`src/hdl/srs_pkg.sv`:
```
package srs_pkg;

  // Operation codes carried on the input channel.
  localparam logic [1:0] OP_SYN_WRITE = 2'd0;
  localparam logic [1:0] OP_INJECT    = 2'd1;
  localparam logic [1:0] OP_TICK      = 2'd2;

  // Configuration register indexes.
  localparam logic REG_LEAK_GAIN = 1'b0;
  localparam logic REG_THRESHOLD = 1'b1;

  // Fixed field widths.
  localparam int unsigned POT_W   = 24;
  localparam int unsigned WGT_W   = 16;
  localparam int unsigned IDX8_W  = 8;
  localparam int unsigned SLOT_W  = 3;
  localparam int unsigned POS_W   = 10;
  localparam int unsigned GAIN_W  = 12;
  localparam int unsigned THR_W   = 23;
  localparam int unsigned CNT_W   = 9;
  localparam int unsigned RIDX_W  = 3;
  localparam int unsigned FRAC_W  = 12;
  localparam int unsigned PROD_W  = POT_W + GAIN_W + 1;
  localparam int unsigned SYN_W   = IDX8_W + WGT_W;
  localparam longint unsigned HASH_MUL = 64'd2654435761;

  localparam logic signed [POT_W-1:0] POT_MAX = 24'sh7FFFFF;
  localparam logic signed [POT_W-1:0] POT_MIN = 24'sh800000;

  // Commands from the controller to the datapath.
  typedef struct packed {
    logic load_in;
    logic syn_wr;
    logic hash_step;
    logic inj_rd;
    logic inj_wr;
    logic clr_step;
    logic tick_init;
    logic pot_rd;
    logic mul;
    logic eval;
    logic syn_rd;
    logic tgt_rd;
    logic tgt_wr;
    logic next_n;
    logic emit_next;
  } srs_cmd_t;

  // Status from the datapath to the controller.
  typedef struct packed {
    logic clr_done;
    logic hash_done;
    logic fire;
    logic last_slot;
    logic last_neuron;
    logic last_window;
  } srs_sts_t;

endpackage

```
`src/hdl/srs_ctrl.sv`:
```
module srs_ctrl (
  input  logic             clk_i,
  input  logic             rst_ni,
  input  logic             in_valid_i,
  input  logic [1:0]       in_op_i,
  output logic             in_ready_o,
  output logic             out_valid_o,
  input  logic             out_ready_i,
  output srs_pkg::srs_cmd_t cmd_o,
  input  srs_pkg::srs_sts_t sts_i
);
  import srs_pkg::*;

  typedef enum logic [3:0] {
    ST_CLEAR, ST_IDLE, ST_SYN, ST_HASH, ST_INJ_RD, ST_INJ_WR,
    ST_T_RD, ST_T_MUL, ST_T_EVAL, ST_S_RD, ST_S_TGT, ST_S_ADD,
    ST_T_NEXT, ST_EMIT
  } state_e;

  state_e state_q, state_d;
  logic   accept;

  assign in_ready_o  = (state_q == ST_IDLE);
  assign out_valid_o = (state_q == ST_EMIT);
  assign accept      = in_valid_i && in_ready_o;

  // Next state.
  always_comb begin
    state_d = state_q;
    unique case (state_q)
      ST_CLEAR:  if (sts_i.clr_done) state_d = ST_IDLE;
      ST_IDLE: begin
        if (accept) begin
          unique case (in_op_i)
            OP_SYN_WRITE: state_d = ST_SYN;
            OP_INJECT:    state_d = ST_HASH;
            OP_TICK:      state_d = ST_T_RD;
            default:      state_d = ST_IDLE;
          endcase
        end
      end
      ST_SYN:    state_d = ST_IDLE;
      ST_HASH:   if (sts_i.hash_done) state_d = ST_INJ_RD;
      ST_INJ_RD: state_d = ST_INJ_WR;
      ST_INJ_WR: state_d = ST_IDLE;
      ST_T_RD:   state_d = ST_T_MUL;
      ST_T_MUL:  state_d = ST_T_EVAL;
      ST_T_EVAL: state_d = sts_i.fire ? ST_S_RD : ST_T_NEXT;
      ST_S_RD:   state_d = ST_S_TGT;
      ST_S_TGT:  state_d = ST_S_ADD;
      ST_S_ADD:  state_d = sts_i.last_slot ? ST_T_NEXT : ST_S_RD;
      ST_T_NEXT: state_d = sts_i.last_neuron ? ST_EMIT : ST_T_RD;
      ST_EMIT: begin
        if (out_ready_i) begin
          state_d = sts_i.last_window ? ST_IDLE : ST_EMIT;
        end
      end
      default:   state_d = ST_IDLE;
    endcase
  end

  // Commands decoded from the state.
  always_comb begin
    cmd_o           = '0;
    cmd_o.clr_step  = (state_q == ST_CLEAR);
    cmd_o.load_in   = accept;
    cmd_o.tick_init = accept && (in_op_i == OP_TICK);
    cmd_o.syn_wr    = (state_q == ST_SYN);
    cmd_o.hash_step = (state_q == ST_HASH) && !sts_i.hash_done;
    cmd_o.inj_rd    = (state_q == ST_INJ_RD);
    cmd_o.inj_wr    = (state_q == ST_INJ_WR);
    cmd_o.pot_rd    = (state_q == ST_T_RD);
    cmd_o.mul       = (state_q == ST_T_MUL);
    cmd_o.eval      = (state_q == ST_T_EVAL);
    cmd_o.syn_rd    = (state_q == ST_S_RD);
    cmd_o.tgt_rd    = (state_q == ST_S_TGT);
    cmd_o.tgt_wr    = (state_q == ST_S_ADD);
    cmd_o.next_n    = (state_q == ST_T_NEXT);
    cmd_o.emit_next = (state_q == ST_EMIT) && out_ready_i;
  end

  always_ff @(posedge clk_i or negedge rst_ni) begin
    if (!rst_ni) begin
      state_q <= ST_CLEAR;
    end else begin
      state_q <= state_d;
    end
  end

endmodule

```
`config.mk`:
```
export PLATFORM = sky130hd
export DESIGN_NAME = srs_ctrl
export DESIGN_NICKNAME = d
export VERILOG_FILES = /design/src/hdl/srs_pkg.sv /design/src/hdl/srs_ctrl.sv
export SDC_FILE = /design/constraint.sdc
export NUM_CORES = 1
export LEC_CHECK = 0
export BUFFER_PORTS_ARGS = -buffer_cell sky130_fd_sc_hd__buf_2
export CORE_AREA = 2 2 39 41
export DETAILED_ROUTE_END_ITERATION = 12
export DIE_AREA = 0 0 41 43
export MAX_ROUTING_LAYER = met4
export PLACE_DENSITY_LB_ADDON = 0.05
export REMOVE_ABC_BUFFERS = 1
export SYNTH_ARGS = -nofsm -noshare
export SYNTH_HDL_FRONTEND = slang
export SYNTH_SLANG_ARGS = --single-unit
```
`constraint.sdc`:
```
create_clock -name clk_i -period 1.85 [get_ports clk_i]
set_input_delay 0.37 -clock clk_i [delete_from_list [all_inputs] [get_ports clk_i]]
set_output_delay 0.37 -clock clk_i [all_outputs]
set_load 0.02 [all_outputs]
```
# Word level (Yosys, flattened, before mapping)

Index checks and enable logic that the tools add are counted.

Register bits after elaboration: 4
Bits in latches: 0
RAM bits: 0
Memory bits (read-only): 0
Input port bits: 12
Word-level logic and storage cells: 38
Memories kept: 0

$add $sub $neg: 0
Multiply operators: 0
Divide/modulo/power cells: 0
$lt $le $gt $ge: 0
Eq/ne operators: 19
Shift operators: 0
Multiplexer cells: 10
Bitwise gates (word level): 0
Reduce and logical (&&, ||, !) cells: 8

Operator list:

| kind                 | number |
|---|---|
| $pmux W4 S12         | 1 |
| $eq A4 B4 Y1 const B | 6 |
| $mux W4              | 6 |
| $eq A4 B3 Y1 const B | 4 |
| $pmux W3 S3          | 1 |
| $eq A4 B2 Y1 const B | 2 |
| $mux W3              | 2 |
| $ne A2 B1 Y1 const B | 3 |
| $eq A4 B1 Y1 const B | 1 |
| $logic_and A1 B1 Y1  | 4 |
| $logic_not A4 Y1     | 1 |
| $reduce_and A4 Y1    | 1 |
| $eq A2 B1 Y1 const B | 1 |
| $eq A2 B2 Y1 const B | 1 |
| $logic_not A2 Y1     | 1 |
| $ne A2 B2 Y1 const B | 1 |
| $logic_not A1 Y1     | 1 |

# Depth between registers and ports, before layout

Depth after elaboration: 4
Mapped depth: 5

# Least setup slack after synthesis

No wires, ideal clock.

Path type: reg2out
Start: reg state_q[2]
End: out cmd_o[8] (netlist bit)
Data arrival time: 1.493 ns
Slack: -0.013 ns
Cell stages (with the launch flop): 6
Buffers on the path: 1
Cell sequence: dfrtp_1 or2_0 buf_2 nor2_1 and2_1 and3b_1

RTL lines:

| element                | RTL line       | RTL |
|---|---|---|
| from (decl)            | srs_ctrl.sv:20 | `state_e state_q, state_d;` |
| from (signal assigned) | srs_ctrl.sv:86 | `state_q <= state_d;` |
| to (decl)              | srs_ctrl.sv:9  | `output srs_pkg::srs_cmd_t cmd_o,` |

==> flow_metrics.py <==
metrics = {
    "layout": {
        "diodes": 0,
        "layout.nets": 122,
        "area_growth_pct": 40.7,
        "reg_top3": "state_q: 4 flops",
        "stdcell_count": 124,
        "final_layout_size_suffix_gt1_share_pct": 40.7,
        "largest_reg_flops": 4,
        "fin_util_pct": 53.2,
        "regMostFlops": "state_q",
    },
    "global_route": {
        "met1_usage_pct": 26.0,
        "grt_pass1_vias": 541,
        "grt_usage_pct": 18.6,
        "grt_first_pass_wirelength_mm": 2.28,
        "grtUsageMet2_pct": 27.5,
        "met3_usage_pct": 1.57,
        "grt_max_degree": 14,
        "antenna_found_initial": 0,
        "grt.busiest_layer": "met2",
        "grt-ovfl-total": 0,
    },
    "clock_tree": {
        "cts_tree": "yes",
        "htree_num_levels": 1,
        "clock_sinks": 4,
        "cts_buffer_depth": 2,
        "insertion_delay_ns": 0.23,
        "cts_root_buf": "clkbuf_4",
        "cts_inserted_buffers": 3,
        "path_clk_slew_ns": 0.04,
    },
    "placement": {
        "dpl.hpwl_mm": 1.16,
        "dp_cells": 119,
        "globalplace.congestion": 0.797,
        "portBuffers": 28,
    },
    "drt": {
        "drc": 0,
        "drtAntennaViolNets": 0,
        "first_iter_violations": 13,
        "vias": 648,
        "vias_per_cell": 5.23,
        "drtPass1Iterations": 4,
        "drt_wl_total_mm": 1.48,
        "wl_per_cell_um": 12.0,
    },
    "die": {
        "core_region_area_um2": 1380,
        "die-height_um": 43,
        "die_area_um2": 1760,
        "initial_core_util_pct": 37.8,
        "pin_count": 29,
        "die-width_um": 41,
        "core.rowCount": 14,
    },
    "logic_synthesis": {
        "synth_cell_types": 29,
        "syn_inst": 77,
        "syn_area_um2": 523,
        "synth_warnings": 0,
        "synth.avg_cell_area_um2": 6.79,
        "ys_seq_area_share_pct": 19.1,
        "synth-seq-cells": 4,
    },
    "sta": {
        "tns_ns": 0,
        "setup_viol": 0,
        "fin_crit_ns": 1.77,
        "slew_headroom_pct": 78.7,
        "slew_viol_final": 0,
        "skew_ns": 0.00543,
        "finalHoldViolations": 0,
        "worst_pin_slew_ns": 0.317,
        "rsz0062_at_grt": "false",
        "fin_crit_sh_pct": 95.5,
        "fmax_ghz": 0.566,
    },
    "pwr": {
        "p_seq_share_pct": 16.4,
        "pwr_density_cell_nw_per_um2": 1280,
        "switching_share_pct": 48.1,
        "ir_drop_mv": 0.577,
        "combPwrFrac_pct": 72.5,
        "pwr-share-clk_pct": 11.1,
        "p_int_mw": 0.489,
        "p_leak_nw": 0.355,
        "p_sw_mw": 0.453,
    },
    "hold_path": {
        "hp-class": "input pin to flip-flop",
        "min_path_cells": 2,
    },
    "worst_setup_path": {
        "r2r_cells": 5,
        "worstPathRequired_ns": 1.48,
        "worstSetupEndpointType": "primary output",
        "start_kind": "flip-flop",
        "critPathMaxFanout": 7,
        "arrival_ns": 1.40,
        "path_class": "flip-flop to primary output",
    },
    "flow_run": {
        "maxCapViolCount": 0,
    },
    "run_status": {
        "outcome": "finished clean",
    },
}
stage by stage:
stage          power (mW)  setup slack (ns)  hold WS, ns  area (um^2)
5_1_grt              1.02            0.0136        0.408          736
2_1_floorplan       0.584            -0.259       0.0744          484
6_report            0.942            0.0840        0.414          736
4_1_cts             0.925            0.0338        0.413          717
3_3_place_gp        0.806             0.209        0.176          682
3_5_place_dp        0.804             0.188        0.177          682
power groups by stage:
stage | Sequential [mW] | Combinational (mW) | Clock, mW
final | 0.155 | 0.683 | 0.104
after global routing | 0.161 | 0.745 | 0.115
after CTS | 0.154 | 0.664 | 0.108
after detailed placement | 0.152 | 0.652 | 0
after global placement | 0.155 | 0.652 | 0
after floorplan | 0.180 | 0.405 | 0
cell usage in the layout (no fill, tap or decap):
cell / instances
a21oi_1: 5
a22o_4: 1
a311oi_1: 2
and2_1: 2
and3b_1: 2
buf_2: 26
buf_4: 8
clkbuf_4: 3
dfrtp_1: 3
dfrtp_2: 1
dlygate4sd3_1: 1
inv_1: 2
nand2_1: 4
nand2b_1: 9
nand3_1: 1
nor2_1: 13
nor2_2: 2
nor2b_1: 1
nor3_1: 3
nor3b_1: 1
nor4_1: 2
o21ai_0: 4
o21ai_1: 1
o221ai_1: 1
o311ai_1: 2
o31a_1: 1
o32a_2: 1
or2_2: 1
or2_4: 1
or3_1: 2
or4_1: 1
xnor2_1: 1
worst max-delay path, cell delays in order (launching register included):
cell	delay, ns
dfrtp_2	0.44
nand2b_1	0.18
buf_4	0.18
nor2_2	0.11
and2_1	0.13
buf_4	0.13
what timing repair did:
item	CTS	global route
hold buffers	1	0
endpoints found under the hold margin	4	0
resized for setup	2	5
setup buffers	0	1
pin swaps	0	1
setup endpoints to repair	1	2
per-layer routing:
layer  share of wire (%)  up-vias
met4                0.54        0
met5                   0        -
met1                  49      284
met3                 6.8        2
met2                  44       29
li1                    -      333
path summary, 6_finish.rpt:
kind	end	slack, ns	from
setup / recovery	cmd_o[0]	0.08	state_q[1]
hold / removal	state_q[0]	0.41	sts_i[5]
setup reg to reg	state_q[0]	0.31	state_q[2]
hold reg to reg	state_q[0]	0.67	state_q[3]
max in group asynchronous	state_q[1]	1.25	rst_ni
min in group asynchronous	state_q[0]	0.47	rst_ni
cells by family after synthesis:
family	after synthesis	share of synthesized area [%]
AOI/OAI and AO/OA	18	25.1
xor gates and xnor gates	1	1.67
buffers and inverters	9	8.85
DFF	4	19.1
and+or+nand+nor	45	45.2
cell usage after synthesis:
master / instances / area share [%]
o221ai_1: 1 / 1.7
nor3b_1: 1 / 1.4
clkbuf_1: 1 / 0.72
a311oi_1: 2 / 3.3
or2_2: 1 / 1.2
or2_0: 1 / 1.2
a21oi_1: 5 / 4.8
dfrtp_1: 4 / 19
nor4_1: 2 / 2.4
and2_1: 2 / 2.4
or4_1: 1 / 1.4
or3_1: 2 / 2.4
inv_1: 2 / 1.4
xnor2_1: 1 / 1.7
buf_2: 4 / 3.8
buf_4: 2 / 2.9
nor2_1: 15 / 11
o32a_2: 1 / 2.2
nor2b_1: 1 / 1.2
o31a_1: 1 / 1.7
nor3_1: 3 / 2.9
o21ai_0: 4 / 3.8
nand2_1: 4 / 2.9
nand3_1: 1 / 0.96
o311ai_1: 2 / 3.3
o21ai_1: 1 / 0.96
nand2b_1: 9 / 11
and3b_1: 2 / 3.3
a22o_4: 1 / 3.3
cell type report:
cell class / instances / area (um^2)
clock buffer: 3 / 22.5
fill: 145 / 648
inverter: 2 / 7.51
multi-input combinational: 64 / 384
sequential: 4 / 101
tap: 16 / 20.0
timing repair buffer: 35 / 200
(Power assumes the default switching activity.)
